===== src/sv/matrix_multiply_dot_engine_top_macros.svh =====
// ----------------------------------------------------------------------------
// Matrix multiply dot engine: assertion macros
// Concurrent assertion forms used by the mmde_seq module.
// ----------------------------------------------------------------------------
`ifndef MATRIX_MULTIPLY_DOT_ENGINE_TOP_MACROS_SVH
`define MATRIX_MULTIPLY_DOT_ENGINE_TOP_MACROS_SVH

// Checked on every rising clock edge outside reset.
`define MMDE_ASSERT(lbl, prop, msg) \
  lbl: assert property (@(posedge clk_i) disable iff (!rst_ni) prop) else $error(msg);

// Checked on every rising clock edge, reset included.
`define MMDE_ASSERT_ALWAYS(lbl, prop, msg) \
  lbl: assert property (@(posedge clk_i) prop) else $error(msg);

`endif


===== src/sv/mmde_pkg.sv =====
// ----------------------------------------------------------------------------
// mmde_pkg
// Types, constants and helpers shared by the dot engine modules.
// ----------------------------------------------------------------------------
package mmde_pkg;

  localparam int unsigned STORE_DEPTH = 4096;
  localparam int unsigned ADDR_W      = $clog2(STORE_DEPTH);
  localparam int unsigned MAX_DIM     = 64;
  localparam int unsigned DIM_W       = 7;
  localparam int unsigned IDX_W       = 6;
  localparam int unsigned ELEM_W      = 16;
  localparam int unsigned PROD_W      = 2 * ELEM_W;
  localparam int unsigned SUM_W       = 40;
  localparam int unsigned KIND_W      = 2;
  localparam int unsigned CFG_IDX_W   = 2;

  typedef enum logic [KIND_W-1:0] {
    KIND_LOAD_A  = 2'd0,
    KIND_LOAD_B  = 2'd1,
    KIND_COMPUTE = 2'd2
  } kind_e;

  typedef enum logic [CFG_IDX_W-1:0] {
    CFG_ROW_COUNT = 2'd0,
    CFG_INNER_LEN = 2'd1,
    CFG_COL_COUNT = 2'd2,
    CFG_TRANSPOSE = 2'd3
  } cfg_idx_e;

  typedef enum logic [1:0] {
    ST_IDLE,
    ST_SETUP,
    ST_RUN
  } state_e;

  typedef struct packed {
    logic [DIM_W-1:0] row_count;
    logic [DIM_W-1:0] inner_len;
    logic [DIM_W-1:0] col_count;
    logic             transpose_mode;
  } cfg_t;

  typedef struct packed {
    logic clr;
    logic rd_vld;
  } mac_ctrl_t;

  typedef struct packed {
    logic pipe_busy;
  } mac_stat_t;

  function automatic logic [DIM_W-1:0] clamp_dim(logic [DIM_W-1:0] v);
    logic [DIM_W-1:0] lim;
    lim = DIM_W'(MAX_DIM);
    return (v > lim) ? lim : v;
  endfunction

endpackage


===== src/sv/mmde_mac.sv =====
// ----------------------------------------------------------------------------
// mmde_mac
// Shared multiply-accumulate unit: registered product, then 40-bit sum.
// ----------------------------------------------------------------------------
module mmde_mac (
  input  logic                                clk_i,
  input  logic                                rst_ni,
  input  mmde_pkg::mac_ctrl_t                 ctrl_i,
  input  logic [mmde_pkg::ELEM_W-1:0]         a_data_i,
  input  logic [mmde_pkg::ELEM_W-1:0]         b_data_i,
  output mmde_pkg::mac_stat_t                 stat_o,
  output logic signed [mmde_pkg::SUM_W-1:0]   acc_o
);

  logic                                 v1_q;
  logic                                 v2_q;
  logic signed [mmde_pkg::PROD_W-1:0]   prod_q;
  logic signed [mmde_pkg::SUM_W-1:0]    acc_q;

  always_ff @(posedge clk_i or negedge rst_ni) begin
    if (!rst_ni) begin
      v1_q <= 1'b0;
      v2_q <= 1'b0;
    end else begin
      v1_q <= ctrl_i.rd_vld;
      v2_q <= v1_q;
    end
  end

  always_ff @(posedge clk_i) begin
    if (v1_q) begin
      prod_q <= $signed(a_data_i) * $signed(b_data_i);
    end
    if (ctrl_i.clr) begin
      acc_q <= '0;
    end else if (v2_q) begin
      acc_q <= acc_q + mmde_pkg::SUM_W'(prod_q);
    end
  end

  assign stat_o.pipe_busy = v1_q | v2_q;
  assign acc_o            = acc_q;

endmodule


===== config.mk =====
export PLATFORM = sky130hd
export DESIGN_NAME = mmde_mac
export DESIGN_NICKNAME = d
export VERILOG_FILES = /design/src/sv/matrix_multiply_dot_engine_top_macros.svh /design/src/sv/mmde_pkg.sv /design/src/sv/mmde_mac.sv
export SDC_FILE = /design/constraint.sdc
export NUM_CORES = 1
export LEC_CHECK = 0
export BUFFER_PORTS_ARGS = -buffer_cell sky130_fd_sc_hd__buf_4
export CAP_MARGIN = 20
export CORE_MARGIN = 8
export CORE_UTILIZATION = 50
export CTS_BUF_LIST = sky130_fd_sc_hd__clkbuf_4
export CTS_CLUSTER_SIZE = 24
export DETAILED_ROUTE_END_ITERATION = 6
export HOLD_SLACK_MARGIN = 0.1
export PLACE_DENSITY = 0.74
export REMOVE_ABC_BUFFERS = 1
export SYNTH_ARGS = -nofsm -noshare
export SYNTH_HDL_FRONTEND = slang
export SYNTH_SLANG_ARGS = --single-unit

===== constraint.sdc =====
create_clock -name clk_i -period 7.5 [get_ports clk_i]
set_clock_uncertainty 0.2 [all_clocks]
set_input_delay 1.5 -clock clk_i [delete_from_list [all_inputs] [get_ports clk_i]]
set_output_delay 1.5 -clock clk_i [all_outputs]
set_load 0.02 [all_outputs]

# Word level (Yosys, flattened, before mapping)
# Cells that the tools add are included.
# W data, S select, Z words.
# word_totals
ff_bits,74
in_bits,36
out_inout_bits,41
word_cells,7
# op_classes
n_addsub,1
n_mul,1
bitwise_logic,1
# ops
operator,n
$add A40 B32 Y40,1
$mul A16 B16 Y32,1
$or A1 B1 Y1,1

# Depth between registers and ports, before layout
# Gate-level depths: netlist of run 1.
# logic_depth
ltp_word,1
mapped_depth,24
depth_no_buf,22

# Worst setup path after synthesis of run 1
# Ideal clock, no wire load.
# synth_timing
path_kind,input-to-reg
from,input a_data_i[7] (netlist bit)
to,register prod_q[23] (netlist bit) (data pin)
setup_time_ns,0.258
arrival_time_ns,7.034
required_time_ns,7.042
path_slack_ns,0.008
cell_stages,23
path_buffers,1
path_cell_list,clkbuf_1 -> nand2_1 -> fa_1 -> inv_1 -> fa_1 -> inv_1 -> fa_1 -> inv_1 -> fa_1 -> fa_1 -> inv_1 -> fa_1 -> inv_1 -> ha_1 -> a21oi_1 -> o21ai_0 -> a21oi_1 -> a21boi_0 -> a221oi_1 -> o21bai_1 -> a311o_1 -> a21oi_1 -> xnor2_1
# synth_between
elab_chain_len,1
# synth_lines
item,line_no,text
"start, declared",mmde_mac.sv:9,"input logic [mmde_pkg::ELEM_W-1:0] a_data_i,"
$mul A16 B16 Y32,mmde_mac.sv:32,prod_q <= $signed(a_data_i) * $signed(b_data_i);
"end signal, assigned",mmde_mac.sv:32,
"end, declared",mmde_mac.sv:17,logic signed [mmde_pkg::PROD_W-1:0] prod_q;
# No other way between the ends.
# A chain may end at the register's enable or synchronous reset.

# Worst setup path in the final report of run 1
# layout_timing
from,input b_data_i[1] (netlist bit)
to,register prod_q[30] (netlist bit) (data pin)
# layout_between
elab_chain_len,1
# layout_lines
item,line_no,text
"start, declared",mmde_mac.sv:10,"input logic [mmde_pkg::ELEM_W-1:0] b_data_i,"
$mul A16 B16 Y32,mmde_mac.sv:32,
# No other way between the ends.

==> flow_summary.json, run 1 <==
{
  "slew_violations": 0,
  "num_rows": 62,
  "ctsResizeCount": 0,
  "final_common_cell": "inv_1",
  "max_stage_delay_ns": 0.71,
  "core_um2": 28600,
  "die_area_um2": 34600,
  "cts.sinks": 74,
  "critPathMaxFanout": 16,
  "routed_wl_mm": 32.2,
  "path_clk_slew_ns": 0.14,
  "end_kind": "register",
  "firstDrtPassIters": 5,
  "cp_top_family": "adder cells",
  "port_buffers": 76,
  "crit_slowest_cell": "fa_1",
  "cts_buffers": 9,
  "start_util": 0.505,
  "yosys_register_bits": 74,
  "syn_area_um2": 14500,
  "tritoncts": "built",
  "grt_max_degree": 73,
  "clkLatencyLatePin_ns": 0.45,
  "hold_class": "reg2reg",
  "finalSetupViolCount": 0,
  "cp_cell_sequence": "buf_4 > nand2_1 > inv_1 > fa_1 > fa_1 > fa_1 > fa_1 > fa_1 > inv_1 > fa_1 > inv_1 > ha_1 > nand4_1 > nor3b_1 > o2111ai_1 > a211oi_1 > or2_2 > o211ai_1",
  "grt.overflow.total": 0,
  "status": "finished clean",
  "ys_warn_count": 0,
  "final_cell_mix": "inv_1 (308), fa_1 (263), nand2_1 (171)",
  "cts_max_path_buffers": 2,
  "synth-edff-count": 32,
  "area_growth_pct": 8.77,
  "routedWlPerCell_um": 15.8,
  "avgSynthCellArea_um2": 9.17,
  "ant_nets": 0,
  "synthArstFlopShare": 0.0270,
  "drc": 0,
  "drv_cap": 0,
  "yosys-top-cells-area": "fa_1 (36%), ha_1 (10%), inv_1 (8.0%)",
  "hpwlAfterDp_mm": 27.5,
  "ios": 77,
  "grt_pass1_vias": 11400,
  "critPathMostFrequentCell": "fa_1",
  "synth_area_leader_cell": "fa_1",
  "path_class": "in2reg",
  "fin_crit_sh": 0.954,
  "synth_top_area_frac": 0.364,
  "postSynthCellCount": 1576,
  "vias": 10800,
  "layout.nets": 2064,
  "cp.buffers_inverters": 4,
  "cp.arrival_ns": 7.14,
  "finalHoldViolCount": 0,
  "hold_ws_ns": 0.322,
  "grt_usage": 0.195,
  "max_slew.worst_pin.slew_ns": 0.789,
  "root_buffer": "clkbuf_4",
  "drt_iter0_markers": 735,
  "cp-start-kind": "input port",
  "post-route-util": 0.549,
  "postCtsSetupBuffers": 0,
  "yosysSeqAreaShare": 0.125,
  "drive_gt1_frac": 0.0898,
  "synth_flop_cell": "dfxtp_1",
  "worstPathRequired_ns": 7.49,
  "cts_hold_buf": 0,
  "die_y_um": 186,
  "finalCriticalPeriod_ns": 7.15,
  "grt_pass1_wl_mm": 55.1,
  "fmaxAchievable_ghz": 0.140,
  "rsz0062_at_grt": "false",
  "antenna_found_initial": 1,
  "vias_per_cell": 5.29,
  "max_slew_margin": 0.474,
  "htree_levels": 3,
  "gp_congestion": 0.941,
  "die_w_um": 186,
  "ys_types": 71
}
[registers in the layout (all words and copies together), names as in the netlist]
| signal | flops |
|---|---|
| v2_q | 1 |
| prod_q | 32 |
| acc_o | 40 |
| v1_q | 1 |
[metrics by stage]
stage	TNS, ns	worst slack, ns	area [µm²]	instances
6_report	0	0.346	15700	2034
5_1_grt	0	0.101	15700	2034
4_1_cts	0	0.425	15700	2033
3_5_place_dp	-0.142	-0.0688	15500	2017
3_3_place_gp	0	0.0404	15500	2017
2_1_floorplan	0	0.248	14200	1522
[path summary, 6_finish.rpt]
path | start | to | slack, ns | cells past startpoint
max | b_data_i[1] | prod_q[30] | 0.35 | 18
min | acc_o[6] | acc_o[6] | 0.32 | 2
max reg2reg | prod_q[0] | acc_o[36] | 3.99 | 12
min reg2reg | acc_o[6] | acc_o[6] | 0.32 | 2
max in group asynchronous | rst_ni | v2_q | 6.40 | 1
min in group asynchronous | rst_ni | v2_q | 0.61 | 1
[routing by layer]
metal	vias up	track usage	wire (µm)
met3	40	0.0240	1780
met2	321	0.321	14700
met4	0	0.0464	500
met5	-	0	0
met1	5271	0.271	15300
li1	5136	-	-
[cells in the mapped netlist (6+ instances only)]
library cell    n
nand3_1        20
nor3b_1         8
fa_1          263
xor2_1         14
o21a_1         10
and3_1         11
nor3_1          8
dfxtp_1        40
nand4_1         7
clkbuf_1       49
or3_1           6
and2_1        131
nand2b_1       14
nand2_1       171
o211ai_1        6
ha_1          121
o21ai_0        34
mux2i_1        18
xnor2_1        43
a21o_1         20
o21bai_1        6
nor2_1         56
inv_1         308
edfxtp_1       32
a31oi_1         9
a21oi_1        63
nor2b_1         6
a211oi_1       10
[final cells by class]
class	instances	area, µm²
tap	384	480
multi-input combinational	1140	11300
clock buffer	9	67.6
antenna	1	2.50
sequential	74	1810
inverter	308	1160
fill	2563	12900
timing repair buffer	111	833
clock inverter	7	101
[worst min-delay path, stage by stage (launching register included)]
cell and delay (ns):
dfxtp_1 0.36, nand2b_1 0.07, a21oi_1 0.05
[logic make-up (layout without fill, tap and decap cells)]
family | Yosys count | after routing | share of synthesized area
and+or+nand+nor | 473 | 473 | 0.168
AOI/OAI and AO/OA | 208 | 208 | 0.0953
muxes | 18 | 18 | 0.0125
xor gates and xnor gates | 57 | 57 | 0.0345
buffers and inverters | 362 | 435 | 0.0951
DFF | 74 | 74 | 0.125
adders and majority gates | 384 | 384 | 0.469
other | 0 | 1 | 0
Power of run 1 is not shown: default switching activity piles up to over one toggle a cycle in this logic, so the estimate is an artifact.
==> inputs of run 2 (changes only) <==
--- a/config.mk
+++ b/config.mk
@@ -5,15 +5,16 @@
 export SDC_FILE = /design/constraint.sdc
 export NUM_CORES = 1
 export LEC_CHECK = 0
-export BUFFER_PORTS_ARGS = -buffer_cell sky130_fd_sc_hd__buf_4
 export CAP_MARGIN = 20
 export CORE_MARGIN = 8
 export CORE_UTILIZATION = 50
 export CTS_BUF_LIST = sky130_fd_sc_hd__clkbuf_4
 export CTS_CLUSTER_SIZE = 24
 export DETAILED_ROUTE_END_ITERATION = 6
+export DONT_BUFFER_PORTS = 1
 export HOLD_SLACK_MARGIN = 0.1
-export PLACE_DENSITY = 0.74
+export MAX_ROUTING_LAYER = met4
+export PLACE_DENSITY = 0.72
 export REMOVE_ABC_BUFFERS = 1
 export SYNTH_ARGS = -nofsm -noshare
 export SYNTH_HDL_FRONTEND = slang
==> run 2 against run 1 <==
Sequential cell count stayed put. Fmax is 1.9% higher. Wire length is 1.7% higher. Worst setup slack better by 0.13 ns. Final cell count is 4.9% lower. Non-clock buffer count is 100 lower. Register-to-register slack worse by 0.02 ns. Hold slack better by 0.095 ns. Critical path depth is 4 higher. Largest cell class unchanged.
==> flow_summary.json, run 2 (synthesis results as in run 1) <==
{
  "finalHoldViolCount": 0,
  "vias": 10400,
  "path_clk_slew_ns": 0.11,
  "postCtsSetupBuffers": 0,
  "slew_violations": 0,
  "routed_wl_mm": 32.8,
  "die_w_um": 186,
  "ant_nets": 0,
  "num_rows": 62,
  "busiest_layer": "met2",
  "finalSetupViolCount": 0,
  "core_um2": 28600,
  "fin_tns_setup_ns": 0,
  "tritoncts": "built",
  "gp_congestion": 0.909,
  "critPathMostFrequentCell": "fa_1",
  "drv_cap": 0,
  "cts_max_path_buffers": 2,
  "rsz0062_at_grt": "false",
  "grt.overflow.total": 0,
  "seqCellArea_um2": 1810,
  "die_area_um2": 34600,
  "area_growth_pct": 3.49,
  "drc": 0,
  "cp_cell_sequence": "and2_1 > fa_1 > inv_1 > fa_1 > fa_1 > inv_1 > fa_1 > fa_1 > inv_1 > fa_1 > inv_1 > ha_1 > a21oi_1 > o21ai_0 > a21oi_1 > a21boi_0 > a221oi_1 > buf_4 > o21bai_1 > a311o_1 > a21oi_1 > xnor2_1",
  "grt_max_degree": 74,
  "root_buffer": "clkbuf_4",
  "vias_per_cell": 5.39,
  "firstDrtPassIters": 5,
  "worstPathRequired_ns": 7.47,
  "ctsResizeCount": 0,
  "cts_buffers": 9,
  "htree_levels": 3,
  "status": "finished clean",
  "fmaxAchievable_ghz": 0.142,
  "grt_pass1_wl_mm": 54.7,
  "max_slew.worst_pin.slew_ns": 0.810,
  "hpwlAfterDp_mm": 27.5,
  "cp-start-kind": "input port",
  "fin_crit_sh": 0.936,
  "grt_use_met1": 0.280,
  "max_slew_margin": 0.460,
  "die_y_um": 186,
  "hold_class": "reg2reg",
  "largest_reg_flops": 40,
  "ios": 77,
  "max_stage_delay_ns": 0.54,
  "cts_hold_buf": 0,
  "layout.nets": 1964,
  "final_common_cell": "inv_1",
  "clkLatencyLatePin_ns": 0.43,
  "use_met3": 0.0289,
  "port_buffers": 0,
  "crit_slowest_cell": "fa_1",
  "drive_gt1_frac": 0.0297,
  "drt_iter0_markers": 624,
  "final_cell_mix": "inv_1 (308), fa_1 (263), nand2_1 (171)",
  "grt_pass1_vias": 10800,
  "grt_usage": 0.202,
  "grtUsageMet2": 0.314,
  "critPathMaxFanout": 16,
  "path_class": "in2reg",
  "antenna_found_initial": 1,
  "end_kind": "register",
  "routedWlPerCell_um": 16.9,
  "multiInputGateArea_um2": 11300,
  "cp.arrival_ns": 6.99,
  "cts.sinks": 74,
  "n_fill_cell": 2650,
  "finalCriticalPeriod_ns": 7.02,
  "start_util": 0.505
}
==> run 2: routing by layer <==
layer  wire, µm  up-vias  share of wire
met1      15600     5185           0.48
met5          0        -              0
met4        337        0          0.010
li1           -     4916              -
met2      14700      294           0.45
met3       2110       26          0.065
==> run 2: metrics by stage <==
stage | cell area [µm²] | util | worst slack (ns) | hold slack (ns) | std cells
6_report | 15000 | 0.523 | 0.478 | 0.418 | 1934
5_1_grt | 15000 | 0.523 | 0.211 | 0.461 | 1934
4_1_cts | 15000 | 0.522 | 0.502 | 0.427 | 1933
3_5_place_dp | 14800 | 0.517 | 0.0650 | 0.405 | 1917
3_3_place_gp | 14800 | 0.517 | 0.183 | 0.381 | 1917
2_1_floorplan | 14200 | - | 0.248 | 0.356 | 1522
==> run 2: worst paths after layout <==
path	startpoint	to	slack [ns]	depth (start not counted)
max	b_data_i[4]	prod_q[23]	0.48	22
min	acc_o[8]	acc_o[8]	0.42	2
max reg2reg	acc_o[0]	acc_o[36]	3.97	12
min reg2reg	acc_o[8]	acc_o[8]	0.42	2
max in group asynchronous	rst_ni	v2_q	6.49	0
min in group asynchronous	rst_ni	v2_q	0.54	0
==> run 2: critical path, delay by kind of cell <==
kind | cells | cell delay, ns
adder cells (fa/ha/maj) | 7 | 3.31
AND/OR/NAND/NOR | 1 | 0.16
XOR/XNOR | 1 | 0.08
buffers and inverters | 5 | 0.40
AO/OA/AOI/OAI | 8 | 1.53
==> run 2: layout make-up <==
type	count	area share
antenna	1	0.000167
clock buffer	10	0.00502
clock inverter	6	0.00544
inverter	308	0.0773
multi-input combinational	1140	0.753
sequential	74	0.121
tap	384	0.0321
timing repair buffer	11	0.00552
Power of run 2 is left out for the same reason.
