**config.mk**
```make
export PLATFORM = sky130hd
export DESIGN_NAME = mmde_seq
export DESIGN_NICKNAME = d
export VERILOG_FILES = /design/src/sv/mmde_pkg.sv /design/src/sv/mmde_seq.sv
export VERILOG_INCLUDE_DIRS = /design/src /design/src/sv
export SDC_FILE = /design/constraint.sdc
export NUM_CORES = 1
export LEC_CHECK = 0
export BUFFER_PORTS_ARGS = -buffer_cell sky130_fd_sc_hd__buf_2
export CAP_MARGIN = 20
export CORE_UTILIZATION = 30
export CTS_BUF_LIST = sky130_fd_sc_hd__clkbuf_4 sky130_fd_sc_hd__clkbuf_8
export CTS_CLUSTER_DIAMETER = 120
export DETAILED_ROUTE_END_ITERATION = 16
export PLACE_DENSITY_LB_ADDON = 0.08
export SYNTH_ARGS = -nofsm -noshare
export SYNTH_HDL_FRONTEND = slang
export SYNTH_SLANG_ARGS = --single-unit
```
**constraint.sdc**
```tcl
create_clock -name clk_i -period 10.86 [get_ports clk_i]
set_clock_uncertainty 0.2 [all_clocks]
set_input_delay 1.086 -clock clk_i [delete_from_list [all_inputs] [get_ports clk_i]]
set_output_delay 1.086 -clock clk_i [all_outputs]
set_load 0.01 [all_outputs]
```
**src/sv/matrix_multiply_dot_engine_top_macros.svh**
```systemverilog
// ----------------------------------------------------------------------------
// Matrix multiply dot engine: assertion macros
// Concurrent assertion forms used by the mmde_seq module.
// ----------------------------------------------------------------------------
`ifndef MATRIX_MULTIPLY_DOT_ENGINE_TOP_MACROS_SVH
`define MATRIX_MULTIPLY_DOT_ENGINE_TOP_MACROS_SVH

// Checked on every rising clock edge outside reset.
`define MMDE_ASSERT(lbl, prop, msg) \
  lbl: assert property (@(posedge clk_i) disable iff (!rst_ni) prop) else $error(msg);

// Checked on every rising clock edge, reset included.
`define MMDE_ASSERT_ALWAYS(lbl, prop, msg) \
  lbl: assert property (@(posedge clk_i) prop) else $error(msg);

`endif

```
**src/sv/mmde_pkg.sv**
```systemverilog
// ----------------------------------------------------------------------------
// mmde_pkg
// Types, constants and helpers shared by the dot engine modules.
// ----------------------------------------------------------------------------
package mmde_pkg;

  localparam int unsigned STORE_DEPTH = 4096;
  localparam int unsigned ADDR_W      = $clog2(STORE_DEPTH);
  localparam int unsigned MAX_DIM     = 64;
  localparam int unsigned DIM_W       = 7;
  localparam int unsigned IDX_W       = 6;
  localparam int unsigned ELEM_W      = 16;
  localparam int unsigned PROD_W      = 2 * ELEM_W;
  localparam int unsigned SUM_W       = 40;
  localparam int unsigned KIND_W      = 2;
  localparam int unsigned CFG_IDX_W   = 2;

  typedef enum logic [KIND_W-1:0] {
    KIND_LOAD_A  = 2'd0,
    KIND_LOAD_B  = 2'd1,
    KIND_COMPUTE = 2'd2
  } kind_e;

  typedef enum logic [CFG_IDX_W-1:0] {
    CFG_ROW_COUNT = 2'd0,
    CFG_INNER_LEN = 2'd1,
    CFG_COL_COUNT = 2'd2,
    CFG_TRANSPOSE = 2'd3
  } cfg_idx_e;

  typedef enum logic [1:0] {
    ST_IDLE,
    ST_SETUP,
    ST_RUN
  } state_e;

  typedef struct packed {
    logic [DIM_W-1:0] row_count;
    logic [DIM_W-1:0] inner_len;
    logic [DIM_W-1:0] col_count;
    logic             transpose_mode;
  } cfg_t;

  typedef struct packed {
    logic clr;
    logic rd_vld;
  } mac_ctrl_t;

  typedef struct packed {
    logic pipe_busy;
  } mac_stat_t;

  function automatic logic [DIM_W-1:0] clamp_dim(logic [DIM_W-1:0] v);
    logic [DIM_W-1:0] lim;
    lim = DIM_W'(MAX_DIM);
    return (v > lim) ? lim : v;
  endfunction

endpackage

```
**src/sv/mmde_seq.sv**
```systemverilog
// ----------------------------------------------------------------------------
// mmde_seq
// Sequencer for one compute transaction: range check, address walk over the
// inner dimension, pipeline drain and result strobe.
// ----------------------------------------------------------------------------
`include "matrix_multiply_dot_engine_top_macros.svh"

module mmde_seq (
  input  logic                              clk_i,
  input  logic                              rst_ni,
  input  logic                              cmd_vld_i,
  input  logic [mmde_pkg::IDX_W-1:0]        out_row_i,
  input  logic [mmde_pkg::IDX_W-1:0]        out_col_i,
  input  mmde_pkg::cfg_t                    cfg_i,
  output logic                              busy_o,
  output logic [mmde_pkg::ADDR_W-1:0]       a_raddr_o,
  output logic [mmde_pkg::ADDR_W-1:0]       b_raddr_o,
  output mmde_pkg::mac_ctrl_t               mac_ctrl_o,
  input  mmde_pkg::mac_stat_t               mac_stat_i,
  output logic                              res_vld_o,
  output logic [mmde_pkg::IDX_W-1:0]        res_row_o,
  output logic [mmde_pkg::IDX_W-1:0]        res_col_o,
  output logic                              status_o
);

  localparam int unsigned MUL_W = mmde_pkg::IDX_W + mmde_pkg::DIM_W;

  mmde_pkg::state_e                 state_q, state_d;
  logic [mmde_pkg::IDX_W-1:0]       row_q, row_d;
  logic [mmde_pkg::IDX_W-1:0]       col_q, col_d;
  logic [mmde_pkg::DIM_W-1:0]       kl_q, kl_d;
  logic [mmde_pkg::DIM_W-1:0]       step_q, step_d;
  logic [mmde_pkg::DIM_W-1:0]       cnt_q, cnt_d;
  logic [mmde_pkg::ADDR_W-1:0]      a_addr_q, a_addr_d;
  logic [mmde_pkg::ADDR_W-1:0]      b_addr_q, b_addr_d;
  logic                             res_vld_q, res_vld_d;
  logic                             status_q, status_d;

  logic [mmde_pkg::DIM_W-1:0]       rows_c;
  logic [mmde_pkg::DIM_W-1:0]       kl_c;
  logic [mmde_pkg::DIM_W-1:0]       cols_c;
  logic                             bad_c;
  logic [MUL_W-1:0]                 a_base_c;
  logic [MUL_W-1:0]                 c_base_c;

  assign rows_c   = mmde_pkg::clamp_dim(cfg_i.row_count);
  assign kl_c     = mmde_pkg::clamp_dim(cfg_i.inner_len);
  assign cols_c   = mmde_pkg::clamp_dim(cfg_i.col_count);
  assign bad_c    = (mmde_pkg::DIM_W'(row_q) >= rows_c) ||
                    (mmde_pkg::DIM_W'(col_q) >= cols_c);
  assign a_base_c = MUL_W'(row_q) * MUL_W'(kl_c);
  assign c_base_c = MUL_W'(col_q) * MUL_W'(kl_c);

  always_ff @(posedge clk_i or negedge rst_ni) begin
    if (!rst_ni) begin
      state_q   <= mmde_pkg::ST_IDLE;
      res_vld_q <= 1'b0;
    end else begin
      state_q   <= state_d;
      res_vld_q <= res_vld_d;
    end
  end

  always_ff @(posedge clk_i) begin
    row_q    <= row_d;
    col_q    <= col_d;
    kl_q     <= kl_d;
    step_q   <= step_d;
    cnt_q    <= cnt_d;
    a_addr_q <= a_addr_d;
    b_addr_q <= b_addr_d;
    status_q <= status_d;
  end

  always_comb begin
    state_d    = state_q;
    row_d      = row_q;
    col_d      = col_q;
    kl_d       = kl_q;
    step_d     = step_q;
    cnt_d      = cnt_q;
    a_addr_d   = a_addr_q;
    b_addr_d   = b_addr_q;
    res_vld_d  = 1'b0;
    status_d   = status_q;
    mac_ctrl_o = '0;
    case (state_q)
      mmde_pkg::ST_IDLE: begin
        if (cmd_vld_i) begin
          row_d   = out_row_i;
          col_d   = out_col_i;
          state_d = mmde_pkg::ST_SETUP;
        end
      end
      mmde_pkg::ST_SETUP: begin
        mac_ctrl_o.clr = 1'b1;
        kl_d           = kl_c;
        cnt_d          = '0;
        a_addr_d       = mmde_pkg::ADDR_W'(a_base_c);
        if (cfg_i.transpose_mode) begin
          b_addr_d = mmde_pkg::ADDR_W'(c_base_c);
          step_d   = mmde_pkg::DIM_W'(1);
        end else begin
          b_addr_d = mmde_pkg::ADDR_W'(col_q);
          step_d   = cols_c;
        end
        if (bad_c) begin
          res_vld_d = 1'b1;
          status_d  = 1'b1;
          state_d   = mmde_pkg::ST_IDLE;
        end else begin
          status_d = 1'b0;
          state_d  = mmde_pkg::ST_RUN;
        end
      end
      mmde_pkg::ST_RUN: begin
        if (cnt_q != kl_q) begin
          mac_ctrl_o.rd_vld = 1'b1;
          cnt_d             = cnt_q + mmde_pkg::DIM_W'(1);
          a_addr_d          = a_addr_q + mmde_pkg::ADDR_W'(1);
          b_addr_d          = b_addr_q + mmde_pkg::ADDR_W'(step_q);
        end else if (!mac_stat_i.pipe_busy) begin
          res_vld_d = 1'b1;
          state_d   = mmde_pkg::ST_IDLE;
        end
      end
      default: begin
        state_d = mmde_pkg::ST_IDLE;
      end
    endcase
  end

  assign busy_o    = (state_q != mmde_pkg::ST_IDLE);
  assign a_raddr_o = a_addr_q;
  assign b_raddr_o = b_addr_q;
  assign res_vld_o = res_vld_q;
  assign res_row_o = row_q;
  assign res_col_o = col_q;
  assign status_o  = status_q;

  `MMDE_ASSERT_ALWAYS(a_no_res_in_rst, !rst_ni |=> !res_vld_q, "result strobe during reset")
  `MMDE_ASSERT(a_res_after_work, res_vld_q |-> $past(state_q) != mmde_pkg::ST_IDLE, "stray result")
  `MMDE_ASSERT(a_cnt_bound, (state_q == mmde_pkg::ST_RUN) |-> (cnt_q <= kl_q), "count overrun")
  `MMDE_ASSERT(a_ok_drained, (res_vld_q && !status_q) |-> !mac_stat_i.pipe_busy, "early result")
  `MMDE_ASSERT(a_setup_exit, (state_q == mmde_pkg::ST_SETUP) |=> (state_q == mmde_pkg::ST_RUN) || res_vld_q, "bad setup exit")

endmodule
```
# Word-level counts from Yosys, hierarchy flattened
# Index checks and enable logic that the tools add are counted.
# totals
ff_bits	61
latch_bits	0
mem_bits_rw	0
mem_bits_ro	0
input_bits	38
output_inout_bits	41
elab_cells	56
mem_count	0
# classes
addsub	3
n_mul	2
div	0
magnitude_cmp	5
n_eq_ne	7
shift	0
mux	22
bitwise	0
reduce_logical	7
# op_table
cell	n
one-hot mux 12 bit (2 select lines)	2
two-way mux 12 bit	3
two-way mux 7 bit	4
multiplier 6 x 7 -> 12 bit	2
> comparator 7 bit, second input constant	3
>= comparator 6 x 7 -> 1 bit	2
one-hot mux 7 bit (2 select lines)	1
adder 12 x 1 -> 12 bit, second input constant	1
adder 12 x 7 -> 12 bit	1
two-way mux 2 bit	4
!= test 2 bit, second input constant	4
adder 7 x 1 -> 7 bit, second input constant	1
!= test 7 bit	1
two-way mux 1 bit	6
one-hot mux 2 bit (3 select lines)	1
AND reduction 2 bit	2
nonzero test 2 bit	2
AND reduction 3 bit	1
== test 2 x 1 -> 1 bit, second input constant	1
== test 2 bit, second input constant	1
zero test 2 bit	1
one-hot mux 1 bit (2 select lines)	1
logical OR 1 bit	1

# Logic depth before layout (Yosys ltp)
# Gate-level depths: netlist of the first run.
# depth
depth_word	6
ltp_mapped	16
depth_no_buf	14

# Worst setup path before layout of the first run
# OpenSTA, ideal clock, no wires.
# synth_path
path_type	input -> register
startpoint	input cfg_i[14] (netlist name)
endpoint	register b_addr_q (netlist bit b_raddr_o[10]), data pin
setup_ns	0.271
arrival_time_ns	4.635
t_required_ns	10.389
slack_ns	5.754
stages	15
path_buffers	2
path_cell_list	buf_4 nor2b_1 clkbuf_1 and2_1 fa_1 fa_1 inv_1 fa_1 inv_1 ha_1 and3_4 a2111oi_4 a211oi_2 xnor2_1 o22ai_1
# synth_via
elab_chain_cells	5
# synth_lines
element	line	text
start: declaration	mmde_seq.sv:14	input mmde_pkg::cfg_t cfg_i,
> comparator 7 bit	mmde_pkg.sv:56	return (v > lim) ? lim : v;
two-way mux 7 bit	mmde_pkg.sv:56	
named net kl_c, one bit	mmde_seq.sv:40	logic [mmde_pkg::DIM_W-1:0] kl_c;
multiplier 6 x 7 -> 12 bit	mmde_seq.sv:52	assign c_base_c = MUL_W'(col_q) * MUL_W'(kl_c);
two-way mux 12 bit	mmde_seq.sv:100	if (cfg_i.transpose_mode) begin
one-hot mux 12 bit (2 select lines)	mmde_seq.sv:87	case (state_q)
named net b_addr_d, one bit	mmde_seq.sv:35	logic [mmde_pkg::ADDR_W-1:0] b_addr_q, b_addr_d;
end signal: assignment	mmde_seq.sv:71	b_addr_q <= b_addr_d;
end: declaration	mmde_seq.sv:35	
# The timed path passes the listed nets, and every way through them passes these cells.
# A chain may end at the register's enable or synchronous reset.

# Final worst setup path of the first run
# layout_path
startpoint	input cfg_i[14] (netlist name)
endpoint	register b_addr_q (netlist bit b_raddr_o[10]), data pin
# layout_via
elab_chain_cells	5
# layout_lines
element	line
> comparator 7 bit	mmde_pkg.sv:56
two-way mux 7 bit *	mmde_pkg.sv:56
multiplier 6 x 7 -> 12 bit *	mmde_seq.sv:52
two-way mux 12 bit *	mmde_seq.sv:100
one-hot mux 12 bit (2 select lines) *	mmde_seq.sv:87
named net b_addr_d, one bit	mmde_seq.sv:35
# The timed path passes the listed nets; every way through them passes the cells marked *.

==> results.cfg, run 1 <==
[die]
core-area_um2 = 19000
io_pins = 79
fp.dieH_um = 142
rows = 50
die_w_um = 142
die-area_um2 = 20200
start_util = 0.310

[place]
place_ws_ns = 5.10
io_buffers = 78
gp_congestion = 0.730
post_dp_cell_area_um2 = 6570
dp_hpwl_mm = 10.8

[global_route]
track_usage = 0.146
grt_pass1_vias = 4420
overflow = 0
grt_max_degree = 33
grt_pass1_wl_mm = 22.5
grt_antenna_before_repair = 0

[cts]
cts_resized = 0
root_buffer = clkbuf_8
clock_latency_ns = 0.37
post-cts-setup-buffers = 0
clk_path_buf_depth = 2
cts.sinks = 61
cts_buffers = 9
cts.clk_slew.worst_paths_ns = 0.08
ctsHoldBuffers = 0
cts_htree_levels = 3
tritoncts = built

[yosys]
ys_ff_latch = 61
synthCells = 582
synth.distinct_cells = 51
synth_seq_area_share = 0.309
async_flop_share = 0.0492
syn_area_um2 = 5880
yosysWarnings = 0
synth_fp_nets = 725
syn_area_per_cell_um2 = 10.1
synth-edff-count = 58
ys.flop_type = edfxtp_1

[sta]
setup_slack_ns = 5.52
rsz0062_at_grt = no
setup_viol_count_final = 0
slew-limit-headroom = 0.400
setup-tns-final_ns = 0
tightestPinTransition_ns = 0.898
hold_violations = 0
slew_violations = 0
period_needed_ns = 5.34
whs_ns = 0.287
clock.fmax_mhz = 187
period_share = 0.492

[cells_and_area]
antennaDiodeCount = 0
final_common_cell = buf_2
fin_area_um2 = 6760
layout_common_cells = buf_2 (78), and2_1 (70), inv_1 (68)
syn2layout_area_growth_pct = 14.9
nNetsFinal = 802
drive_gt1_frac = 0.164

[pwr]
p_total_uw = 1480
ir_worst_vdd_v = 0.0000841
p_leak_uw = 0.00302
powerDensity_nw_per_um2 = 218

[drt]
firstDrtPassIters = 4
viasPerCell = 4.64
routedWlPerCell_um = 15.1
detail-route-antenna-nets = 0
drc = 0
vias = 4284
drt-initial-drc-count = 126
wirelength_mm = 13.9

[flow_run]
cap_violations = 0

[status]
status = completed

[worst_setup_path]
critPathArrivalTime_ns = 5.25
worstPathMaxFanout = 19
path_class = in2reg
critical_path_required_ns = 10.77
cp-start-kind = input port
worst_setup_path_end_kind = flip-flop

[worst_hold_path]
hp-class = in2async
-- critical path: stages --
cell and delay, ns:
buf_2 0.21, nor2b_1 0.74, and2_1 0.26, fa_1 0.45
fa_1 0.54, inv_1 0.05, fa_1 0.52, inv_1 0.04
ha_1 0.36, and3_4 0.21, a2111oi_4 0.40, a211oi_2 0.13
xnor2_1 0.16, o22ai_1 0.09
-- cell families after synthesis --
kind of cell,Yosys count,synth area share
multiplexers,6,0.0104
XOR/XNOR,46,0.0710
buffers and inverters,84,0.0542
flip-flops,61,0.309
AO/OA/AOI/OAI,83,0.0959
adder cells (fa/ha/maj),105,0.276
AND/OR/NAND/NOR,197,0.184
-- metal layers --
metal	vias up	wire length, µm	track usage
li1	2117	-	-
met1	2082	7300	0.204
met2	74	5960	0.222
met3	11	487	0.0313
met4	0	180	0.0515
met5	-	0	0
-- per-stage QoR --
| step | utilization | std cells |
|---|---|---|
| detailed placement | 0.346 | 908 |
| CTS | 0.357 | 924 |
| global route | 0.357 | 924 |
| floorplan | - | 582 |
| finish | 0.357 | 924 |
| global placement | 0.346 | 908 |
-- registers in the layout, indices dropped and copies added, names as in the netlist --
| name | count |
|---|---|
| res_row_o | 6 |
| b_raddr_o | 12 |
| cnt_q | 7 |
| status_o | 1 |
| res_col_o | 6 |
| step_q | 7 |
| res_vld_o | 1 |
| kl_q | 7 |
| a_raddr_o | 12 |
| state_q | 2 |
-- final cells by class --
cell class / count / area (µm²)
Clock buffer: 10 / 131
Clock inverter: 6 / 62.6
Sequential cell: 61 / 1820
Inverter: 68 / 255
Timing Repair Buffer: 82 / 420
Fill cell: 1979 / 12200
Tap cell: 260 / 325
Multi-Input combinational cell: 437 / 3750
-- path summary, 6_finish.rpt --
check                        startpoint       endpoint  slack, ns  cells after the start
min reg2reg                  state_q[1]     state_q[1]       0.36                      2
min in group clk_i           state_q[1]     state_q[1]       0.36                      2
max reg2reg                res_col_o[4]  b_raddr_o[10]       6.57                     12
max in group asynchronous        rst_ni     state_q[1]      10.07                      1
min                              rst_ni      res_vld_o       0.29                      1
max                           cfg_i[14]  b_raddr_o[10]       5.52                     14
-- Yosys cell counts (all sizes together) (2+ instances only) --
library cell,number,area (µm²)
o31a,2,17.5
ha,64,801
a21oi,24,124
clkbuf,12,45.0
o211ai,3,22.5
a211oi,5,42.5
dfrtp,3,75.1
nand3,14,70.1
or3,2,12.5
a31oi,2,12.5
inv,68,255
nand4,5,31.3
o21a,6,45.0
mux2i,5,50.1
nor2,28,105
o21ai,19,95.1
buf,4,18.8
o22ai,5,31.3
nor2b,17,106
edfxtp,58,1740
and3,8,56.3
fa,41,821
and2,70,438
o21bai,3,22.5
nand2,33,124
nand2b,11,68.8
xnor2,25,234
a21o,5,37.5
xor2,21,184
nor3,5,25.0
-- where the power goes --
part           total, µW  internal, µW  switching [µW]  leakage (µW)
logic                760           313             447       0.00232
clock network        214           108             106     0.0000937
registers            502           407            95.5      0.000602
total               1480           828             649       0.00302
No activity file was read; power rests on OpenSTA's default activity.
==> run 2, diff against run 1 <==
==> constraint.sdc (replaced) <==
create_clock -name clk_i -period 5.5 [get_ports clk_i]
set_clock_uncertainty 0.2 [all_clocks]
set_input_delay 0.55 -clock clk_i [delete_from_list [all_inputs] [get_ports clk_i]]
set_output_delay 0.55 -clock clk_i [all_outputs]
set_load 0.01 [all_outputs]
==> run 2 against run 1 <==
Net effect:
- setup slack lost 4.7 ns
- sequential cell count did not move
- final cell count rose by 0.76%
- hold slack lost 0.12 ns
- non-clock buffer count is 7 higher
- count of clock-buffer cells in the layout up 4
- via count fell by 0.75%
- global-route usage is 0.057 points lower
- sequential power increased by 98%
- final area grew 1.0%
- critical path type unchanged
- largest cell class unchanged
==> results.cfg, run 2 (same netlist as run 1, synthesis figures left out) <==
[sta]
period_needed_ns = 4.64
setup_viol_count_final = 0
clock.fmax_mhz = 215
slew-limit-headroom = 0.439
tightestPinTransition_ns = 0.839
period_share = 0.844
setup-tns-final_ns = 0
hold_violations = 0
rsz0062_at_grt = no
slew_violations = 0

[cells_and_area]
nNetsFinal = 809
antennaDiodeCount = 0
layout_common_cells = buf_2 (78), and2_1 (70), inv_1 (68)
utilization = 0.360
final_common_cell = buf_2
drive_gt1_frac = 0.173
syn2layout_area_growth_pct = 16.1

[drt]
wl_met1_mm = 7.12
firstDrtPassIters = 4
met2_wirelength_mm = 5.87
drc = 0
wirelength_mm = 13.7
routedWlPerCell_um = 14.7
top_layer = met4
vias = 4252
wl_met3_um = 542
detail-route-antenna-nets = 0
viasPerCell = 4.57
drt-initial-drc-count = 141

[cts]
cts.clk_slew.worst_paths_ns = 0.07
tritoncts = built
clock_latency_ns = 0.35
cts_resized = 0
root_buffer = clkbuf_8
cts_buffers = 9
cts.sinks = 61
clk_path_buf_depth = 2
cts_htree_levels = 3

[die]
rows = 50
start_util = 0.310
io_pins = 79
fp.dieH_um = 142
die_w_um = 142
core-area_um2 = 19000
die-area_um2 = 20200

[global_route]
track_usage = 0.146
grt_max_degree = 33
grt_pass1_wl_mm = 22.5
overflow = 0
grt_pass1_vias = 4332
grt_antenna_before_repair = 0

[status]
status = completed

[pwr]
p_seq_frac = 0.340
p_clk_frac = 0.149
p_leak_uw = 0.00307
switching_share = 0.429
p_int_uw = 1670
p_comb_frac = 0.511
powerDensity_nw_per_um2 = 429
switching_power_uw = 1250
ir_worst_vdd_v = 0.000189

[worst_setup_path]
critical_path_required_ns = 5.39
path_class = in2reg
cp-start-kind = input port
worst_setup_path_end_kind = flip-flop
critPathArrivalTime_ns = 4.53
worstPathMaxFanout = 13

[place]
io_buffers = 78
dp_hpwl_mm = 10.8
gp_congestion = 0.759

[worst_hold_path]
hp-class = in2reg

[flow_run]
cap_violations = 0
[run 2: layout make-up]
type	count	area, µm²
flip-flops and latches	61	1820
repair buffers	89	475
fillers	1930	12100
clock inverters	2	35.0
clock buffers	14	174
multi-input cells	437	3750
inverters	68	255
well taps	260	325
[run 2: through the flow]
step                      instance area, µm²  hold WS (ns)  power (µW)  worst slack (ns)  instances
final                                   6830         0.168        2930             0.858        931
after global routing                    6830         0.135        3210             0.631        931
after detailed placement                6610         0.151        2520             0.434        914
after floorplan                         5880        0.0544        2040             0.930        582
after global placement                  6610         0.148        2500             0.499        914
after CTS                               6830         0.141        2980             0.822        931
[run 2: path summary, 6_finish.rpt]
path                       depth (start not counted)          from            end  slack [ns]
min in group asynchronous                          2        rst_ni      res_vld_o        0.31
setup / recovery                                  14     cfg_i[14]  b_raddr_o[10]        0.86
max in group asynchronous                          2        rst_ni     state_q[1]        4.69
hold reg to reg                                    2    state_q[1]     state_q[1]        0.33
setup reg to reg                                  12  res_col_o[2]  b_raddr_o[11]        1.23
hold / removal                                     1  out_col_i[5]   res_col_o[5]        0.17
[run 2: worst max-delay path, cell delays in order]
cell	delay (ns)
buf_2	0.14
nor2b_1	0.66
and2_1	0.26
fa_1	0.42
fa_1	0.55
inv_1	0.05
fa_1	0.52
inv_1	0.04
ha_1	0.35
and3_4	0.21
a2111oi_4	0.39
a211oi_2	0.13
xnor2_1	0.16
o22ai_1	0.09
[run 2: what timing repair did]
action / 4_1_cts / 5_1_grt
hold buffers: 1 / 0
hold endpoints to repair: 3 / 0
endpoints found under the setup margin: 0 / 0
buffers inserted: 0 / 0
[run 2: power groups by stage]
stage / logic [µW] / registers (µW) / clock network, µW
detailed placement: 1510 / 1010 / 0
global route: 1710 / 1030 / 471
global placement: 1500 / 1000 / 0
finish: 1500 / 994 / 438
CTS: 1530 / 999 / 456
floorplan: 1030 / 1010 / 0
[run 2: layer usage]
layer,GRT usage,vias up
li1,-,2135
met1,0.209,2027
met2,0.217,83
met3,0.0316,7
met4,0.0424,0
met5,0,-
==> run 3, diff against run 2 <==
--- a/config.mk
+++ b/config.mk
@@ -6,6 +6,7 @@
 export SDC_FILE = /design/constraint.sdc
 export NUM_CORES = 1
 export LEC_CHECK = 0
+export ABC_AREA = 1
 export BUFFER_PORTS_ARGS = -buffer_cell sky130_fd_sc_hd__buf_2
 export CAP_MARGIN = 20
 export CORE_UTILIZATION = 30
==> constraint.sdc (replaced) <==
create_clock -name clk_i -period 4.9 [get_ports clk_i]
set_clock_uncertainty 0.2 [all_clocks]
set_input_delay 0.49 -clock clk_i [delete_from_list [all_inputs] [get_ports clk_i]]
set_output_delay 0.49 -clock clk_i [all_outputs]
set_load 0.01 [all_outputs]
==> run 3 against run 2 <==
Net effect:
- non-clock buffer count shrank 3
- global-route usage grew 2.1 points
- core utilization shrank 0.52 points
- synthesized cell count grew 31%
- critical endpoint unchanged
- sequential share of layout area shrank 0.49 points
- highest routed layer unchanged
- setup slack lost 0.13 ns
- largest cell class unchanged
- hold slack lost 0.082 ns
- critical path type unchanged
- first-iteration DRC count grew 100%
- die area grew 2.7%
- final area grew 1.9%
==> results.cfg, run 3 <==
[pwr]
p_clk_frac = 0.142
p_total_uw = 3330
powerDensity_nw_per_um2 = 478
switching_power_uw = 1570
p_int_uw = 1760
ir_worst_vdd_v = 0.000164
p_seq_frac = 0.324
switching_share = 0.471
p_comb_frac = 0.535
p_leak_uw = 0.00358

[worst_setup_path]
worstPathMaxFanout = 12
critPathArrivalTime_ns = 4.10
rrSetupSlack_ns = 0.81
worst_setup_path_end_kind = flip-flop
path_class = in2reg
critical_path_required_ns = 4.83
cp-start-kind = input port

[cts]
clk_path_buf_depth = 2
post-cts-setup-buffers = 0
root_buffer = clkbuf_8
cts_htree_levels = 3
ctsHoldBuffers = 1
cts.sinks = 61
clock_latency_ns = 0.37
cts_resized = 0
tritoncts = built
cts_buffers = 9
cts.clk_slew.worst_paths_ns = 0.08

[place]
dp_hpwl_mm = 12.9
gp_congestion = 0.819
io_buffers = 78

[sta]
period_needed_ns = 4.17
setup_viol_count_final = 0
period_share = 0.850
tightestPinTransition_ns = 0.867
slew-limit-headroom = 0.422
setup-tns-final_ns = 0
slew_violations = 0
clock.fmax_mhz = 240
hold_violations = 0
rsz0062_at_grt = no

[die]
fp.dieH_um = 144
core-area_um2 = 19600
rows = 51
io_pins = 79
die-area_um2 = 20700
die_w_um = 144
start_util = 0.308

[global_route]
grt_pass1_wl_mm = 26.0
grt_pass1_vias = 5209
track_usage = 0.167
overflow = 0
grt_max_degree = 23
grt_antenna_before_repair = 0

[yosys]
ys_ff_latch = 61
synth-edff-count = 58
synth_top_area_share = 0.288
yosysWarnings = 0
synth_top_cells_by_area = edfxtp_1 (29%), fa_1 (14%), ha_1 (13%), nand2_1 (11%), inv_1 (9.0%)
yosysTopAreaCell = edfxtp_1
syn_area_per_cell_um2 = 7.95
async_flop_share = 0.0492
synth_fp_nets = 903
syn_area_um2 = 6040
post-synth-top-count-cell = nand2_1
ys_top_cells_by_count = nand2_1 (171), inv_1 (145), nor2_1 (99), ha_1 (64), edfxtp_1 (58)
synth.distinct_cells = 40
synthCells = 760
synth_seq_area_share = 0.301
ys.flop_type = edfxtp_1

[drt]
wl_met3_um = 698
drt-initial-drc-count = 282
firstDrtPassIters = 6
top_layer = met4
viasPerCell = 4.55
routedWlPerCell_um = 14.5
wl_met1_mm = 8.10
wirelength_mm = 16.2
vias = 5074
met2_wirelength_mm = 7.15
drc = 0
detail-route-antenna-nets = 0

[worst_hold_path]
hp-class = in2reg

[cells_and_area]
utilization = 0.355
antennaDiodeCount = 0
final_common_cell = nand2_1
fillCellCount = 2094
drive_gt1_frac = 0.135
layout_common_cells = nand2_1 (171), inv_1 (145), nor2_1 (99)
nNetsFinal = 989
syn2layout_area_growth_pct = 15.1

[status]
status = completed

[flow_run]
cap_violations = 0
-- run 3: layer usage --
layer	track usage	vias to the layer above
met1	0.229	2340
met4	0.0560	0
li1	-	2607
met3	0.0273	12
met5	0	-
met2	0.265	115
-- run 3: cells by family (layout without fill, tap and decap cells) --
kind of cell / Yosys count / count (layout) / share of synthesized area
simple gates: 340 / 340 / 0.232
buf+inv: 158 / 248 / 0.101
fa+ha+maj: 105 / 105 / 0.268
compound gates: 83 / 83 / 0.0791
flops: 61 / 61 / 0.301
xor+xnor: 13 / 13 / 0.0188
-- run 3: final cells by class --
type | count | area, µm² | area share
inverters | 147 | 552 | 0.0793
clock inverters | 5 | 52.6 | 0.00755
clock buffers | 10 | 131 | 0.0189
multi-input cells | 541 | 3620 | 0.520
flip-flops and latches | 61 | 1820 | 0.261
repair buffers | 86 | 453 | 0.0651
well taps | 265 | 332 | 0.0477
-- run 3: final timing paths --
path,from,end,cells past startpoint
max reg2reg,res_col_o[5],b_raddr_o[11],13
max,cfg_i[14],b_raddr_o[10],19
min in group asynchronous,rst_ni,state_q[0],2
min,out_row_i[2],res_row_o[2],1
min reg2reg,state_q[1],state_q[1],2
max in group asynchronous,rst_ni,res_vld_o,2
-- run 3: critical path, cell delays in order --
cell and delay [ns]:
buf_2 0.09, clkinv_1 0.17, nand2_1 0.44, nor2_1 0.13
fa_1 0.55, inv_1 0.05, fa_1 0.47, fa_1 0.55
inv_1 0.04, ha_1 0.34, nand3_1 0.10, nand3_1 0.10
nand2_1 0.08, nor2_1 0.16, nand2_1 0.09, nand2_1 0.08
nand2_1 0.05, nand3_1 0.06, nand2_1 0.05
-- run 3: per-stage QoR --
stage,cells,setup slack [ns],hold WS (ns),instance area (µm²)
finish,1115,0.733,0.0855,6960
CTS,1115,0.767,0.0608,6960
detailed placement,1099,0.358,0.0920,6760
global placement,1099,0.444,0.0904,6760
floorplan,760,0.847,-0.00559,6040
global route,1115,0.453,0.0701,6960
-- run 3: power groups by stage --
stage | registers (µW) | logic, µW | clock network, µW
after CTS | 1080 | 1800 | 491
after global placement | 1090 | 1780 | 0
final | 1080 | 1780 | 471
after detailed placement | 1090 | 1790 | 0
after global routing | 1110 | 2060 | 506
after floorplan | 1110 | 1180 | 0
